==> src/sv/qstm_pkg.sv <==
`timescale 1ns / 1ps

package qstm_pkg;

  localparam int FIX_W  = 32;
  localparam int ROT_W  = 16;
  localparam int PROD_W = 2 * ROT_W;
  localparam int TERM_W = PROD_W + 2;
  localparam int WIDE_W = TERM_W + FIX_W;
  localparam int ROW_W  = 2;

  typedef logic signed [ROT_W-1:0]  rot_t;
  typedef logic signed [FIX_W-1:0]  fix_t;
  typedef logic signed [PROD_W-1:0] prod_t;
  typedef logic signed [TERM_W-1:0] term_t;
  typedef logic signed [WIDE_W-1:0] wide_t;
  typedef logic [ROW_W-1:0]         row_t;

  localparam term_t ONE_Q30 = term_t'(1) <<< 30;
  localparam fix_t  ONE_Q16 = fix_t'(65536);
  localparam fix_t  FIX_MAX = fix_t'(32'h7fff_ffff);
  localparam fix_t  FIX_MIN = fix_t'(32'h8000_0000);
  localparam wide_t ROUND_HALF = wide_t'(1) <<< 29;

  localparam row_t ROW_X     = 2'd0;
  localparam row_t ROW_Y     = 2'd1;
  localparam row_t ROW_Z     = 2'd2;
  localparam row_t ROW_TRANS = 2'd3;

  // one transform with its rotation terms in Q4.30, ready for scaling
  typedef struct packed {
    term_t [8:0] term;   // row-major 3x3
    fix_t  [2:0] scale;
    fix_t  [2:0] move;
  } qstm_entry_t;

endpackage

==> src/sv/qstm_queue.sv <==
`timescale 1ns / 1ps

module qstm_queue (
  input  logic                  clk,
  input  logic                  rst_n,
  input  logic                  q_push,
  input  qstm_pkg::qstm_entry_t q_wdata,
  output logic                  q_full,
  input  logic                  q_pop,
  output qstm_pkg::qstm_entry_t q_rdata,
  output logic                  q_empty
);

  qstm_pkg::qstm_entry_t mem_r [2];
  logic       wr_ptr_r, wr_ptr_nxt;
  logic       rd_ptr_r, rd_ptr_nxt;
  logic [1:0] count_r, count_nxt;
  logic       do_push, do_pop;

  assign q_full  = (count_r == 2'd2);
  assign q_empty = (count_r == 2'd0);
  assign do_push = q_push && !q_full;
  assign do_pop  = q_pop && !q_empty;
  assign q_rdata = mem_r[rd_ptr_r];

  assign wr_ptr_nxt = wr_ptr_r ^ do_push;
  assign rd_ptr_nxt = rd_ptr_r ^ do_pop;

  always_comb begin
    count_nxt = count_r;
    if (do_push && !do_pop) begin
      count_nxt = count_r + 2'd1;
    end else if (do_pop && !do_push) begin
      count_nxt = count_r - 2'd1;
    end
  end

  always_ff @(posedge clk) begin
    if (!rst_n) begin
      wr_ptr_r <= 1'b0;
      rd_ptr_r <= 1'b0;
      count_r  <= 2'd0;
    end else begin
      wr_ptr_r <= wr_ptr_nxt;
      rd_ptr_r <= rd_ptr_nxt;
      count_r  <= count_nxt;
    end
  end

  always_ff @(posedge clk) begin
    if (do_push) begin
      mem_r[wr_ptr_r] <= q_wdata;
    end
  end

endmodule

==> config.mk <==
export PLATFORM = sky130hd
export DESIGN_NAME = qstm_queue
export DESIGN_NICKNAME = d
export VERILOG_FILES = /design/src/sv/qstm_pkg.sv /design/src/sv/qstm_queue.sv
export SDC_FILE = /design/constraint.sdc
export NUM_CORES = 1
export LEC_CHECK = 0
export BUFFER_PORTS_ARGS = -buffer_cell sky130_fd_sc_hd__clkbuf_2
export CORE_AREA = 8 8 383 385
export DETAILED_ROUTE_END_ITERATION = 10
export DIE_AREA = 0 0 391 393
export MAX_ROUTING_LAYER = met4
export PLACE_DENSITY = 0.45
export SLEW_MARGIN = 20
export SYNTH_ARGS = -nofsm -noshare
export SYNTH_HDL_FRONTEND = slang
export SYNTH_SLANG_ARGS = --single-unit
export TNS_END_PERCENT = 20
==> constraint.sdc <==
create_clock -name clk -period 22.6 [get_ports clk]
set_input_delay 2.26 -clock clk [delete_from_list [all_inputs] [get_ports clk]]
set_output_delay 2.26 -clock clk [all_outputs]
set_load 0.05 [all_outputs]
==> impl_results.html, run 1 <==
<table>
<tr><th>Metric</th><th>Value</th></tr>
<tr><th colspan="2">Status</th></tr>
<tr><td>Run status</td><td>complete, no violations</td></tr>
<tr><th colspan="2">Clocking</th></tr>
<tr><td>Post-cts sizing count</td><td>0</td></tr>
<tr><td>H-tree levels</td><td>3</td></tr>
<tr><td>Number of buffers inserted by post-CTS setup repair</td><td>0</td></tr>
<tr><td>Clock insertion delay at the later pin of the skew report</td><td>710 ps</td></tr>
<tr><td>Clock tree from TritonCTS</td><td>done</td></tr>
<tr><td>CTS hold repair buffers</td><td>0</td></tr>
<tr><td>Bufs on Longest Clock Path</td><td>3</td></tr>
<tr><td>Number of CTS-inserted buffers</td><td>110</td></tr>
<tr><td>Reg clk slew, reported paths</td><td>50 ps</td></tr>
<tr><td>Clock tree root buffer cell</td><td>sky130_fd_sc_hd__clkbuf_16</td></tr>
<tr><td>CTS sink cnt</td><td>between 1000 and 1500</td></tr>
<tr><th colspan="2">Critical path</th></tr>
<tr><td>CP Buf/Inv Count</td><td>5</td></tr>
<tr><td>CP Max Fanout</td><td>79</td></tr>
<tr><td>Critical setup path kind</td><td>flop to primary output</td></tr>
<tr><td>Slowest cell on the critical path</td><td>sky130_fd_sc_hd__buf_4</td></tr>
<tr><td>Worst reg2reg startpoint</td><td>count_r[0]</td></tr>
<tr><td>Type of element launching the critical path</td><td>flop</td></tr>
<tr><td>Most numerous cell on the critical path</td><td>sky130_fd_sc_hd__buf_4</td></tr>
<tr><td>Highest cell delay on the worst timing path</td><td>830 ps</td></tr>
<tr><td>Sequence of cells on the critical path</td><td>buf_4 &gt; buf_4 &gt; buf_4 &gt; buf_4 &gt; mux2_2 &gt; clkbuf_2</td></tr>
<tr><td>Kind of cell adding the most delay to the critical path</td><td>buffers and inverters</td></tr>
<tr><td>Setup crit end kind</td><td>primary output</td></tr>
<tr><td>Critical path arrival</td><td>between 5000 and 6000 ps</td></tr>
<tr><td>Required time worst endpoint</td><td>20340 ps</td></tr>
<tr><th colspan="2">Yosys</th></tr>
<tr><td>Avg Synthesized Cell Area</td><td>23.0 um^2</td></tr>
<tr><td>Synth Area in Simple Gates</td><td>0.00131</td></tr>
<tr><td>Sequential fraction of the synthesis area</td><td>0.828</td></tr>
<tr><td>Post-synthesis sequential element count</td><td>between 1000 and 1500</td></tr>
<tr><td>Count of warnings emitted by yosys</td><td>0</td></tr>
<tr><td>Biggest area consumer among synthesized cells</td><td>sky130_fd_sc_hd__edfxtp_1</td></tr>
<tr><td>Synthesized cell area</td><td>36200 um^2</td></tr>
<tr><td>Main combinational cell family by area after synthesis</td><td>multiplexers</td></tr>
<tr><td>Xor/xnor cell area share of the yosys netlist</td><td>0.000725</td></tr>
<tr><td>Synth Instances</td><td>approximately 1600</td></tr>
<tr><td>Largest cells by area after synthesis</td><td>sky130_fd_sc_hd__edfxtp_1 (83%), sky130_fd_sc_hd__mux2_2 (14%), sky130_fd_sc_hd__buf_6 (1.0%)</td></tr>
<tr><td>Syn_nets</td><td>2077</td></tr>
<tr><td>Adder-cell share of the synthesized area</td><td>0.00104</td></tr>
<tr><td>Yosys top cell area share</td><td>0.825</td></tr>
<tr><td>Compound-Gate Fraction of Synth Area</td><td>0.000483</td></tr>
<tr><td>Count of distinct cell types in the synthesized netlist</td><td>16</td></tr>
<tr><td>Multiplexer fraction of the synthesized cell area</td><td>0.155</td></tr>
<tr><th colspan="2">Drt</th></tr>
<tr><td>Total detailed-routing wirelength</td><td>between 100000 and 150000 um</td></tr>
<tr><td>Initial DRT Pass Iterations</td><td>7</td></tr>
<tr><td>Vias per std cell</td><td>4.09</td></tr>
<tr><td>Violation count after the first detailed-route iteration</td><td>about 980</td></tr>
<tr><td>Number of antenna-violating nets in the routed design</td><td>0</td></tr>
<tr><td>Total number of vias</td><td>19085</td></tr>
<tr><td>Drt wl/cell</td><td>between 20 and 25 um</td></tr>
<tr><td>Remaining design rule violation count</td><td>0</td></tr>
<tr><th colspan="2">Placed design</th></tr>
<tr><td>Area of placed instances</td><td>roughly 43000 um^2</td></tr>
<tr><td>Total half-perimeter wirelength after legalization and detailed placement</td><td>76200 um</td></tr>
<tr><td>Worst setup slack after placement</td><td>around 16000 ps</td></tr>
<tr><td>Count of input and output buffers</td><td>between 1000 and 1500</td></tr>
<tr><td>GP Congestion</td><td>0.859</td></tr>
<tr><th colspan="2">Timing</th></tr>
<tr><td>Max-slew violation total from the final report</td><td>0</td></tr>
<tr><td>Setup total negative slack</td><td>0 ps</td></tr>
<tr><td>Slew HR</td><td>0.269</td></tr>
<tr><td>Final setup viols</td><td>0</td></tr>
<tr><td>Highest achievable clock rate</td><td>roughly 130 MHz</td></tr>
<tr><td>Worst setup skew after layout</td><td>43.9 ps</td></tr>
<tr><td>Slew @ Worst Pin</td><td>1100 ps</td></tr>
<tr><td>Final setup margin</td><td>14860 ps</td></tr>
<tr><td>Final clock period utilization by the worst path</td><td>0.343</td></tr>
<tr><td>Setup repair after global routing missed its margin</td><td>no</td></tr>
<tr><td>Min Tclk post-route</td><td>7740 ps</td></tr>
<tr><td>Number of failing hold endpoints at the final stage</td><td>0</td></tr>
<tr><td>Hold Worst Slack</td><td>537 ps</td></tr>
<tr><th colspan="2">Floorplanning</th></tr>
<tr><td>Core Footprint</td><td>around 140000 um^2</td></tr>
<tr><td>Boundary Pins</td><td>1002</td></tr>
<tr><td>Chip Width</td><td>391 um</td></tr>
<tr><td>DIE HEIGHT</td><td>393 um</td></tr>
<tr><td>Floorplan die area</td><td>154000 um^2</td></tr>
<tr><td>Initial core utilization</td><td>0.258</td></tr>
<tr><td>Cell Rows</td><td>138</td></tr>
<tr><th colspan="2">Power and ir drop</th></tr>
<tr><td>Ratio of total power to cell area</td><td>approximately 140 nW/um^2</td></tr>
<tr><td>Total leakage power</td><td>17.1 nW</td></tr>
<tr><td>VDD IR max</td><td>0.0846 mV</td></tr>
<tr><th colspan="2">Global routing</th></tr>
<tr><td>Wire length of the first global-routing pass</td><td>between 100000 and 150000 um</td></tr>
<tr><td>Number of antenna violations at the first check in global routing</td><td>46</td></tr>
<tr><td>Leftover overflow at the end of global routing</td><td>0</td></tr>
<tr><td>Vias in the first global route</td><td>~21000</td></tr>
<tr><td>Largest net degree at the start of global routing</td><td>160</td></tr>
<tr><td>Overall fraction of global-route tracks in use</td><td>0.131</td></tr>
<tr><th colspan="2">Final layout</th></tr>
<tr><td>Synth-to-Final Area Change</td><td>29.4%</td></tr>
<tr><td>Number of fill cells</td><td>13720</td></tr>
<tr><td>Fraction of layout cells with a size suffix above 1</td><td>0.598</td></tr>
<tr><td>Final net count</td><td>3149</td></tr>
<tr><td>Most frequent cells in the layout</td><td>sky130_fd_sc_hd__clkbuf_2 (1001), sky130_fd_sc_hd__edfxtp_1 (996), sky130_fd_sc_hd__mux2_2 (466)</td></tr>
<tr><td>Final core occ</td><td>0.334</td></tr>
<tr><td>Final design instance area without fill</td><td>46900 um^2</td></tr>
<tr><td>Sequential standard cell area</td><td>30000 um^2</td></tr>
<tr><td>Total area of multi-input combinational cells</td><td>5760 um^2</td></tr>
<tr><td>Commonest non-fill, non-tap cell in the layout</td><td>sky130_fd_sc_hd__clkbuf_2</td></tr>
<tr><th colspan="2">Worst hold path</th></tr>
<tr><td>Worst min-delay path class</td><td>flop to flop</td></tr>
<tr><td>Startpoint of the tightest hold check path</td><td>count_r[1]</td></tr>
<tr><th colspan="2">Run</th></tr>
<tr><td>MaxCap Viol Count</td><td>0</td></tr>
</table>
cells by family (layout without fill, tap and decap cells):
group,after synthesis,after routing
compound gates,3,3
xor+xnor,3,3
buf+inv,56,1214
simple gates,8,8
mux,498,498
fa+ha+maj,3,3
other cells,0,44
flops,1001,1001
report_power, final:
| part | internal (mW) | total (mW) | switching [mW] |
|---|---|---|---|
| sequential | 2.39 | 2.46 | 0.0710 |
| combinational | 0.553 | 2.29 | 1.74 |
| clock | 0.983 | 1.71 | 0.725 |
| total | 3.93 | 6.46 | 2.53 |
cells in the mapped netlist (all sizes together):
master,n
edfxtp,996
nor2b,3
dfxtp,5
o21ai,2
xnor2,2
xor2,1
and2,3
mux2,498
or3,1
ha,3
buf,55
nor2,1
inv,1
a21boi,1
metal layers:
| layer | up-vias | part of all wire | wire [um] | GRT usage |
|---|---|---|---|---|
| li1 | 8518 | - | - | - |
| met1 | 9629 | 0.36 | 37600 | 0.137 |
| met2 | 767 | 0.51 | 53500 | 0.221 |
| met3 | 171 | 0.095 | 9890 | 0.0532 |
| met4 | 0 | 0.032 | 3300 | 0.0545 |
| met5 | - | 0 | 0 | - |
sequential cells by signal (all words and copies together), names as in the netlist, named ones only:
signal / flops
count_r: 2
mem_r: 996
wr_ptr_r: 1
rd_ptr_r: 1
worst register-to-register path: stages (launching register included):
cell and delay (ps):
sky130_fd_sc_hd__dfxtp_1 420, sky130_fd_sc_hd__nor2b_1 120, sky130_fd_sc_hd__nor2b_1 360, sky130_fd_sc_hd__ha_4 760, sky130_fd_sc_hd__buf_12 710, sky130_fd_sc_hd__buf_4 1170
final cells by class:
cell class,count,area share
multi-input combinational,515,0.123
sequential,1001,0.640
tap,1890,0.0504
inverter,1,0.0000801
clock buffer,137,0.0613
clock inverter,61,0.0123
antenna,44,0.00235
timing repair buffer,1015,0.110
worst paths after layout:
check / slack, ps / to / depth (start not counted)
setup / recovery: 14860 / q_rdata[449] / 6
hold / removal: 540 / count_r[1] / 2
setup reg to reg: 18570 / mem_r[1][342] / 5
hold reg to reg: 540 / count_r[1] / 2
stage by stage:
stage | std cells | power [mW]
floorplan | 1572 | 4.41
global placement | 4422 | 4.81
detailed placement | 4422 | 4.83
CTS | 4620 | 6.57
global route | 4660 | 6.72
finish | 4664 | 6.46
(Power assumes the default switching activity.)
==> run 2: changes to the inputs <==
--- a/config.mk
+++ b/config.mk
@@ -6,9 +6,9 @@
 export NUM_CORES = 1
 export LEC_CHECK = 0
 export BUFFER_PORTS_ARGS = -buffer_cell sky130_fd_sc_hd__clkbuf_2
-export CORE_AREA = 8 8 383 385
+export CORE_AREA = 8 8 386 388
 export DETAILED_ROUTE_END_ITERATION = 10
-export DIE_AREA = 0 0 391 393
+export DIE_AREA = 0 0 394 396
 export MAX_ROUTING_LAYER = met4
 export PLACE_DENSITY = 0.45
 export SLEW_MARGIN = 20
==> constraint.sdc (replaced) <==
create_clock -name clk -period 7.78 [get_ports clk]
set_input_delay 0.778 -clock clk [delete_from_list [all_inputs] [get_ports clk]]
set_output_delay 0.778 -clock clk [all_outputs]
set_load 0.05 [all_outputs]
==> run 2 against run 1 <==
- non-clock buffer count grew 9
- worst hold slack lost 280 ps
- core utilization fell by 0.55 points
- design area about the same
- die area grew 1.5%
- count of clock-buffer cells in the layout decreased by 5
- cell count increased by 0.17%
- setup slack got worse by 11000 ps
==> impl_results.html, run 2 (synthesis results as in run 1) <==
<table>
<tr><th>Metric</th><th>Value</th></tr>
<tr><th colspan="2">Timing</th></tr>
<tr><td>Setup total negative slack</td><td>0 ps (unchanged)</td></tr>
<tr><td>Final clock period utilization by the worst path</td><td>0.525</td></tr>
<tr><td>Hold Worst Slack</td><td>259 ps (-278 ps)</td></tr>
<tr><td>Number of failing hold endpoints at the final stage</td><td>0 (unchanged)</td></tr>
<tr><td>Highest achievable clock rate</td><td>245 MHz</td></tr>
<tr><td>Slew HR</td><td>0.183 (-0.0863)</td></tr>
<tr><td>Slew @ Worst Pin</td><td>1230 ps (+129 ps)</td></tr>
<tr><td>Min Tclk post-route</td><td>4090 ps</td></tr>
<tr><td>Final setup viols</td><td>0 (unchanged)</td></tr>
<tr><td>Max-slew violation total from the final report</td><td>0 (unchanged)</td></tr>
<tr><td>Final setup margin</td><td>3690 ps (-11170 ps)</td></tr>
<tr><td>Worst setup skew after layout</td><td>27.3 ps (-16.6 ps)</td></tr>
<tr><td>Setup repair after global routing missed its margin</td><td>no</td></tr>
<tr><th colspan="2">Clocking</th></tr>
<tr><td>Clock tree root buffer cell</td><td>sky130_fd_sc_hd__clkbuf_16</td></tr>
<tr><td>Clock tree from TritonCTS</td><td>done</td></tr>
<tr><td>CTS sink cnt</td><td>1001 (unchanged)</td></tr>
<tr><td>Clock insertion delay at the later pin of the skew report</td><td>700 ps (about the same)</td></tr>
<tr><td>Number of CTS-inserted buffers</td><td>108 (-1.8%)</td></tr>
<tr><td>Reg clk slew, reported paths</td><td>60 ps (about the same)</td></tr>
<tr><td>Post-cts sizing count</td><td>0 (unchanged)</td></tr>
<tr><td>CTS hold repair buffers</td><td>0 (unchanged)</td></tr>
<tr><td>Number of buffers inserted by post-CTS setup repair</td><td>0 (unchanged)</td></tr>
<tr><td>H-tree levels</td><td>3 (unchanged)</td></tr>
<tr><td>Bufs on Longest Clock Path</td><td>3 (unchanged)</td></tr>
<tr><th colspan="2">Placed design</th></tr>
<tr><td>GP Congestion</td><td>0.805 (-6.3%)</td></tr>
<tr><td>Count of input and output buffers</td><td>1001 (unchanged)</td></tr>
<tr><td>Worst setup slack after placement</td><td>3910 ps (-11610 ps)</td></tr>
<tr><td>Area of placed instances</td><td>43400 um^2 (+0.25%)</td></tr>
<tr><td>Count of placed standard cells including taps</td><td>4444 (+0.50%)</td></tr>
<tr><td>Total half-perimeter wirelength after legalization and detailed placement</td><td>77100 um (+1.3%)</td></tr>
<tr><th colspan="2">Final layout</th></tr>
<tr><td>Commonest non-fill, non-tap cell in the layout</td><td>sky130_fd_sc_hd__clkbuf_2</td></tr>
<tr><td>Final net count</td><td>3156 (+0.22%)</td></tr>
<tr><td>Top reg by flops</td><td>mem_r</td></tr>
<tr><td>Registers with the most flip-flops</td><td>mem_r: 996 flops, count_r: 2 flops</td></tr>
<tr><td>Synth-to-Final Area Change</td><td>29.3% (about the same)</td></tr>
<tr><td>Most frequent cells in the layout</td><td>sky130_fd_sc_hd__clkbuf_2 (1001), sky130_fd_sc_hd__edfxtp_1 (996), sky130_fd_sc_hd__mux2_2 (466)</td></tr>
<tr><td>Final core occ</td><td>0.328 (-0.00552)</td></tr>
<tr><td>Number of fill cells</td><td>13859 (+1.0%)</td></tr>
<tr><td>Fraction of layout cells with a size suffix above 1</td><td>0.599 (+0.00161)</td></tr>
<tr><td>Final design instance area without fill</td><td>46800 um^2 (about the same)</td></tr>
<tr><td>Fin cells</td><td>4672 (+0.17%)</td></tr>
<tr><td>Max FFs per register</td><td>996 (unchanged)</td></tr>
<tr><th colspan="2">Critical path</th></tr>
<tr><td>Cell count of the worst reg-to-reg path</td><td>5 (unchanged)</td></tr>
<tr><td>Type of element launching the critical path</td><td>flop</td></tr>
<tr><td>CP Max Fanout</td><td>154 (+95%)</td></tr>
<tr><td>Critical path endpoint</td><td>q_rdata[233]</td></tr>
<tr><td>Required time worst endpoint</td><td>7000 ps (-13340 ps)</td></tr>
<tr><td>FF-to-FF setup slack</td><td>4310 ps (-14260 ps)</td></tr>
<tr><td>Worst reg2reg startpoint</td><td>count_r[0]</td></tr>
<tr><td>Critical path arrival</td><td>3310 ps (-2170 ps)</td></tr>
<tr><td>Critical setup path kind</td><td>flop to primary output</td></tr>
<tr><td>Setup crit end kind</td><td>primary output</td></tr>
<tr><td>Endpoint of the most critical register-to-register path</td><td>mem_r[1][43]</td></tr>
<tr><th colspan="2">Global routing</th></tr>
<tr><td>Vias in the first global route</td><td>21014 (+0.88%)</td></tr>
<tr><td>Largest net degree at the start of global routing</td><td>156 (-2.5%)</td></tr>
<tr><td>Leftover overflow at the end of global routing</td><td>0 (unchanged)</td></tr>
<tr><td>Overall fraction of global-route tracks in use</td><td>0.132 (+0.000276)</td></tr>
<tr><td>Number of antenna violations at the first check in global routing</td><td>54 (+17%)</td></tr>
<tr><td>Wire length of the first global-routing pass</td><td>146000 um (+1.6%)</td></tr>
<tr><th colspan="2">Floorplanning</th></tr>
<tr><td>Cell Rows</td><td>139 (+0.72%)</td></tr>
<tr><td>Floorplan die area</td><td>156000 um^2 (+1.5%)</td></tr>
<tr><td>Chip Width</td><td>394 um (+0.77%)</td></tr>
<tr><td>DIE HEIGHT</td><td>396 um (+0.76%)</td></tr>
<tr><td>Initial core utilization</td><td>0.254 (-0.00404)</td></tr>
<tr><td>Boundary Pins</td><td>1002 (unchanged)</td></tr>
<tr><td>Core Footprint</td><td>143000 um^2 (+1.6%)</td></tr>
<tr><th colspan="2">Drt</th></tr>
<tr><td>Initial DRT Pass Iterations</td><td>5 (-2)</td></tr>
<tr><td>Drt wl/cell</td><td>22.5 um (+0.46%)</td></tr>
<tr><td>Number of antenna-violating nets in the routed design</td><td>0 (unchanged)</td></tr>
<tr><td>Violation count after the first detailed-route iteration</td><td>981 (+0.31%)</td></tr>
<tr><td>Total detailed-routing wirelength</td><td>105000 um (+0.63%)</td></tr>
<tr><td>Total number of vias</td><td>19157 (+0.38%)</td></tr>
<tr><td>Vias per std cell</td><td>4.10 (+0.21%)</td></tr>
<tr><td>Remaining design rule violation count</td><td>0 (unchanged)</td></tr>
<tr><th colspan="2">Worst hold path</th></tr>
<tr><td>Worst min-delay path class</td><td>input pin to flop</td></tr>
<tr><th colspan="2">Power and ir drop</th></tr>
<tr><td>Total leakage power</td><td>17.1 nW (about the same)</td></tr>
<tr><td>Overall power consumption</td><td>18.7 mW (+190%)</td></tr>
<tr><td>Ratio of total power to cell area</td><td>398 nW/um^2 (+190%)</td></tr>
<tr><td>VDD IR max</td><td>0.252 mV (+200%)</td></tr>
<tr><th colspan="2">Status</th></tr>
<tr><td>Run status</td><td>complete, no violations</td></tr>
<tr><th colspan="2">Run</th></tr>
<tr><td>MaxCap Viol Count</td><td>0 (unchanged)</td></tr>
</table>
-- run 2: cell types whose count changed in the layout (fill, tap and decap cells not counted), moves of 3 or more --
cell                       before  now
sky130_fd_sc_hd__buf_4          9   16
sky130_fd_sc_hd__clkbuf_1      26   23
sky130_fd_sc_hd__clkinv_2      16   21
sky130_fd_sc_hd__diode_2       44   38
sky130_fd_sc_hd__inv_6          4    0
-- run 2: power breakdown --
group	switching (mW)	internal [mW]	total, mW
Clock	2.06	2.76	4.82
Sequential	0.201	6.94	7.14
Combinational	5.07	1.64	6.70
-- run 2: critical path, stage by stage (launching register included) --
cell,delay (ps)
sky130_fd_sc_hd__dfxtp_4,950
sky130_fd_sc_hd__buf_12,480
sky130_fd_sc_hd__mux2_2,450
sky130_fd_sc_hd__clkbuf_2,250
-- run 2: worst min path at each step --
stage	start	endpoint	slack, ps	depth (start not counted)
global route	q_wdata[129]	mem_r[1][129]	180	1
floorplan	count_r[1]	count_r[1]	480	2
detailed placement	count_r[1]	count_r[1]	520	2
global placement	count_r[1]	count_r[1]	510	2
finish	q_wdata[132]	mem_r[1][132]	260	1
CTS	q_wdata[132]	mem_r[0][132]	160	1
-- run 2: layer usage --
layer,vias up,wire length [um],GRT usage,part of all wire
met1,9678,38600,0.136,0.37
met4,0,3240,0.0463,0.031
li1,8525,-,-,-
met2,772,53900,0.225,0.51
met5,-,0,-,0
met3,182,9290,0.0560,0.088
-- run 2: layout make-up --
type	instances	area [um^2]	share of cell area
diodes	38	95.1	0.00203
clock buffers	132	2810	0.0601
clock inverters	58	502	0.0107
inverters	1	3.75	0.0000801
multi-input cells	515	5760	0.123
flip-flops and latches	1001	30000	0.641
well taps	1903	2380	0.0508
repair buffers	1024	5270	0.113
==> run 3: changes to the inputs <==
--- a/config.mk
+++ b/config.mk
@@ -6,11 +6,11 @@
 export NUM_CORES = 1
 export LEC_CHECK = 0
 export BUFFER_PORTS_ARGS = -buffer_cell sky130_fd_sc_hd__clkbuf_2
-export CORE_AREA = 8 8 386 388
+export CORE_AREA = 8 8 383 385
 export DETAILED_ROUTE_END_ITERATION = 10
-export DIE_AREA = 0 0 394 396
+export DIE_AREA = 0 0 391 393
 export MAX_ROUTING_LAYER = met4
-export PLACE_DENSITY = 0.45
+export PLACE_DENSITY = 0.47
 export SLEW_MARGIN = 20
 export SYNTH_ARGS = -nofsm -noshare
 export SYNTH_HDL_FRONTEND = slang
==> constraint.sdc (replaced) <==
create_clock -name clk -period 3.5 [get_ports clk]
set_input_delay 0.35 -clock clk [delete_from_list [all_inputs] [get_ports clk]]
set_output_delay 0.35 -clock clk [all_outputs]
set_load 0.05 [all_outputs]
==> run 3 against run 2 <==
- largest cell class unchanged
- global-route usage grew 0.68 points
- non-clock buffer count grew 534
- combinational power grew 140%
- critical endpoint is now q_rdata[218]
==> impl_results.html, run 3 (synthesis results as in run 1) <==
<table>
<tr><th>Metric</th><th>Value</th></tr>
<tr><th colspan="2">Clocking</th></tr>
<tr><td>Number of CTS-inserted buffers</td><td>107 (-0.93%)</td></tr>
<tr><td>CTS sink cnt</td><td>1001 (unchanged)</td></tr>
<tr><td>H-tree levels</td><td>3 (unchanged)</td></tr>
<tr><td>Clock tree from TritonCTS</td><td>done</td></tr>
<tr><td>Number of buffers inserted by post-CTS setup repair</td><td>0 (unchanged)</td></tr>
<tr><td>Post-cts sizing count</td><td>0 (unchanged)</td></tr>
<tr><td>Reg clk slew, reported paths</td><td>60 ps (about the same)</td></tr>
<tr><td>Clock insertion delay at the later pin of the skew report</td><td>710 ps (about the same)</td></tr>
<tr><td>Clock tree root buffer cell</td><td>sky130_fd_sc_hd__clkbuf_16</td></tr>
<tr><td>Bufs on Longest Clock Path</td><td>3 (unchanged)</td></tr>
<tr><th colspan="2">Global routing</th></tr>
<tr><td>Vias in the first global route</td><td>22819 (+8.6%)</td></tr>
<tr><td>Number of antenna violations at the first check in global routing</td><td>19 (-65%)</td></tr>
<tr><td>Overall fraction of global-route tracks in use</td><td>0.138 (+0.00679)</td></tr>
<tr><td>Leftover overflow at the end of global routing</td><td>0 (unchanged)</td></tr>
<tr><td>Wire length of the first global-routing pass</td><td>153000 um (+4.5%)</td></tr>
<tr><td>Largest net degree at the start of global routing</td><td>89 (-43%)</td></tr>
<tr><th colspan="2">Critical path</th></tr>
<tr><td>Required time worst endpoint</td><td>3150 ps (-3850 ps)</td></tr>
<tr><td>Type of element launching the critical path</td><td>flop</td></tr>
<tr><td>Kind of cell adding the most delay to the critical path</td><td>buffers and inverters</td></tr>
<tr><td>FF-to-FF setup slack</td><td>1320 ps (-2990 ps)</td></tr>
<tr><td>Sequence of cells on the critical path</td><td>buf_12 &gt; buf_12 &gt; mux2_2 &gt; clkbuf_2</td></tr>
<tr><td>Slowest cell on the critical path</td><td>sky130_fd_sc_hd__dfxtp_4</td></tr>
<tr><td>CP Max Fanout</td><td>43 (-72%)</td></tr>
<tr><td>Worst reg2reg startpoint</td><td>count_r[1]</td></tr>
<tr><td>Critical setup path kind</td><td>flop to primary output</td></tr>
<tr><td>Cell count of the worst reg-to-reg path</td><td>5 (unchanged)</td></tr>
<tr><td>CP Buf/Inv Count</td><td>3 (+1)</td></tr>
<tr><td>Most numerous cell on the critical path</td><td>sky130_fd_sc_hd__buf_12</td></tr>
<tr><td>Critical path arrival</td><td>2660 ps (-650 ps)</td></tr>
<tr><td>Setup crit end kind</td><td>primary output</td></tr>
<tr><td>Highest cell delay on the worst timing path</td><td>600 ps (-350 ps)</td></tr>
<tr><td>Endpoint of the most critical register-to-register path</td><td>mem_r[0][129]</td></tr>
<tr><th colspan="2">Power and ir drop</th></tr>
<tr><td>Part of the total power dissipated in the clock network</td><td>0.248 (-0.010)</td></tr>
<tr><td>Portion of total power attributed to combinational logic</td><td>0.377 (+0.018)</td></tr>
<tr><td>Ratio of total power to cell area</td><td>807 nW/um^2 (+100%)</td></tr>
<tr><td>Total leakage power</td><td>19.4 nW (+13%)</td></tr>
<tr><td>Power dissipated by switching net loads</td><td>16.6 mW (+130%)</td></tr>
<tr><td>VDD IR max</td><td>0.482 mV (+91%)</td></tr>
<tr><td>Cell-internal power</td><td>25.4 mW (+120%)</td></tr>
<tr><td>Part of the power in registers</td><td>0.375 (-0.008)</td></tr>
<tr><td>Fraction of power spent switching nets</td><td>0.395 (+0.00278)</td></tr>
<tr><th colspan="2">Timing</th></tr>
<tr><td>Final setup viols</td><td>0 (unchanged)</td></tr>
<tr><td>Max-slew violation total from the final report</td><td>0 (unchanged)</td></tr>
<tr><td>Slew @ Worst Pin</td><td>570 ps (-656 ps)</td></tr>
<tr><td>Worst setup skew after layout</td><td>33.6 ps (+6.28 ps)</td></tr>
<tr><td>Number of failing hold endpoints at the final stage</td><td>0 (unchanged)</td></tr>
<tr><td>Final setup margin</td><td>489 ps (-3200 ps)</td></tr>
<tr><td>Setup repair after global routing missed its margin</td><td>no</td></tr>
<tr><td>Final clock period utilization by the worst path</td><td>0.860</td></tr>
<tr><td>Min Tclk post-route</td><td>3010 ps</td></tr>
<tr><td>Highest achievable clock rate</td><td>332 MHz</td></tr>
<tr><td>Slew HR</td><td>0.620 (+0.437)</td></tr>
<tr><th colspan="2">Final layout</th></tr>
<tr><td>Fraction of layout cells with a size suffix above 1</td><td>0.512 (-0.0876)</td></tr>
<tr><td>Final core occ</td><td>0.371 (+0.0428)</td></tr>
<tr><td>Most frequent cells in the layout</td><td>sky130_fd_sc_hd__clkbuf_2 (1001), sky130_fd_sc_hd__edfxtp_1 (996), sky130_fd_sc_hd__dlygate4sd3_1 (499)</td></tr>
<tr><td>Registers with the most flip-flops</td><td>mem_r: 996 flops, count_r: 2 flops</td></tr>
<tr><td>Final net count</td><td>3689 (+17%)</td></tr>
<tr><td>Synth-to-Final Area Change</td><td>43.9%</td></tr>
<tr><td>Commonest non-fill, non-tap cell in the layout</td><td>sky130_fd_sc_hd__clkbuf_2</td></tr>
<tr><td>Total area of multi-input combinational cells</td><td>5780 um^2 (+0.26%)</td></tr>
<tr><td>Number of fill cells</td><td>13466 (-2.8%)</td></tr>
<tr><td>Top reg by flops</td><td>mem_r</td></tr>
<tr><td>Sequential standard cell area</td><td>30000 um^2 (about the same)</td></tr>
<tr><td>Max FFs per register</td><td>996 (unchanged)</td></tr>
<tr><th colspan="2">Placed design</th></tr>
<tr><td>Worst setup slack after placement</td><td>1170 ps (-2740 ps)</td></tr>
<tr><td>Total half-perimeter wirelength after legalization and detailed placement</td><td>80400 um (+4.3%)</td></tr>
<tr><td>GP Congestion</td><td>0.819 (+1.7%)</td></tr>
<tr><td>Count of input and output buffers</td><td>1001 (unchanged)</td></tr>
<tr><th colspan="2">Drt</th></tr>
<tr><td>Initial DRT Pass Iterations</td><td>5 (unchanged)</td></tr>
<tr><td>Vias per std cell</td><td>4.05 (-1.2%)</td></tr>
<tr><td>Total detailed-routing wirelength</td><td>109000 um (+4.0%)</td></tr>
<tr><td>Total number of vias</td><td>20937 (+9.3%)</td></tr>
<tr><td>Violation count after the first detailed-route iteration</td><td>916 (-6.6%)</td></tr>
<tr><td>Number of antenna-violating nets in the routed design</td><td>0 (unchanged)</td></tr>
<tr><td>Drt wl/cell</td><td>21.1 um (-6.1%)</td></tr>
<tr><td>Remaining design rule violation count</td><td>0 (unchanged)</td></tr>
<tr><th colspan="2">Floorplanning</th></tr>
<tr><td>Chip Width</td><td>391 um (-0.76%)</td></tr>
<tr><td>Floorplan die area</td><td>154000 um^2 (-1.5%)</td></tr>
<tr><td>Boundary Pins</td><td>1002 (unchanged)</td></tr>
<tr><td>Cell Rows</td><td>138 (-0.72%)</td></tr>
<tr><td>DIE HEIGHT</td><td>393 um (-0.76%)</td></tr>
<tr><td>Initial core utilization</td><td>0.258 (+0.00404)</td></tr>
<tr><td>Core Footprint</td><td>141000 um^2 (-1.6%)</td></tr>
<tr><th colspan="2">Worst hold path</th></tr>
<tr><td>Worst hold path depth</td><td>4 (+3)</td></tr>
<tr><td>Startpoint of the tightest hold check path</td><td>q_pop</td></tr>
<tr><td>Worst min-delay path class</td><td>input pin to flop</td></tr>
<tr><th colspan="2">Status</th></tr>
<tr><td>Run status</td><td>complete, no violations</td></tr>
<tr><th colspan="2">Run</th></tr>
<tr><td>MaxCap Viol Count</td><td>0 (unchanged)</td></tr>
</table>
run 3: cell types whose count changed in the layout (fill, tap and decap cells not counted), moves of 4 or more:
| cell | change |
|---|---|
| sky130_fd_sc_hd__diode_2 | -23 |
| sky130_fd_sc_hd__bufinv_16 | -4 |
| sky130_fd_sc_hd__dlygate4sd3_1 | +499 |
| sky130_fd_sc_hd__buf_12 | +15 |
| sky130_fd_sc_hd__clkbuf_1 | +5 |
| sky130_fd_sc_hd__buf_4 | +20 |
run 3: area by class of cell:
| class | instances | area share |
|---|---|---|
| Sequential cell | 1001 | 0.576 |
| Clock buffer | 136 | 0.0539 |
| Tap cell | 1890 | 0.0454 |
| Clock inverter | 54 | 0.00768 |
| Multi-Input combinational cell | 515 | 0.111 |
| Timing Repair Buffer | 1558 | 0.206 |
| Antenna cell | 15 | 0.000720 |
| Inverter | 1 | 0.0000720 |
run 3: through the flow:
stage               hold WS (ps)  instance area (um^2)  total power, mW  TNS [ps]  cells
finish                       142                 52100             42.1         0   5170
global route                 142                 52100             43.8         0   5169
CTS                         61.6                 52100             42.7         0   5155
detailed placement           520                 43900             31.6         0   4466
global placement             497                 43900             31.7         0   4466
floorplan                    449                 36300             27.6  -1217060   1572
run 3: timing repair:
| action | CTS | global route |
|---|---|---|
| hold endpoints to repair | 1001 | 0 |
| setup endpoints to repair | 0 | 0 |
| hold buffers | 499 | 0 |
run 3: how the worst max path moves through the flow:
stage | cells after the start | slack, ps | endpoint
final | 4 | 490 | q_rdata[218]
after global routing | 4 | 340 | q_rdata[270]
after CTS | 4 | 350 | q_rdata[342]
after detailed placement | 4 | 1170 | q_rdata[342]
after global placement | 4 | 1200 | q_rdata[175]
after floorplan | 3 | -1220 | mem_r[1][0]
run 3: power by group through the flow:
| stage | Combinational, mW | Clock (mW) | Sequential, mW |
|---|---|---|---|
| 2_1_floorplan | 11.4 | 0 | 16.2 |
| 3_3_place_gp | 15.6 | 0 | 16.0 |
| 3_5_place_dp | 15.6 | 0 | 16.1 |
| 4_1_cts | 16.1 | 10.8 | 15.8 |
| 5_1_grt | 16.6 | 11.2 | 16.0 |
| 6_report | 15.9 | 10.4 | 15.8 |
run 3: metal layers:
metal  global-route usage  vias up  wire length (um)
li1                     -     9578                 -
met5                    -        -                 0
met2                0.227      781             53700
met3               0.0449      166              8450
met1                0.160    10412             43900
met4               0.0480        0              3110
run 3: tightest hold or removal path: stages:
cell and delay (ps):
sky130_fd_sc_hd__clkbuf_2 80, sky130_fd_sc_hd__o21ai_0 150, sky130_fd_sc_hd__xnor2_1 90, sky130_fd_sc_hd__and2_1 140
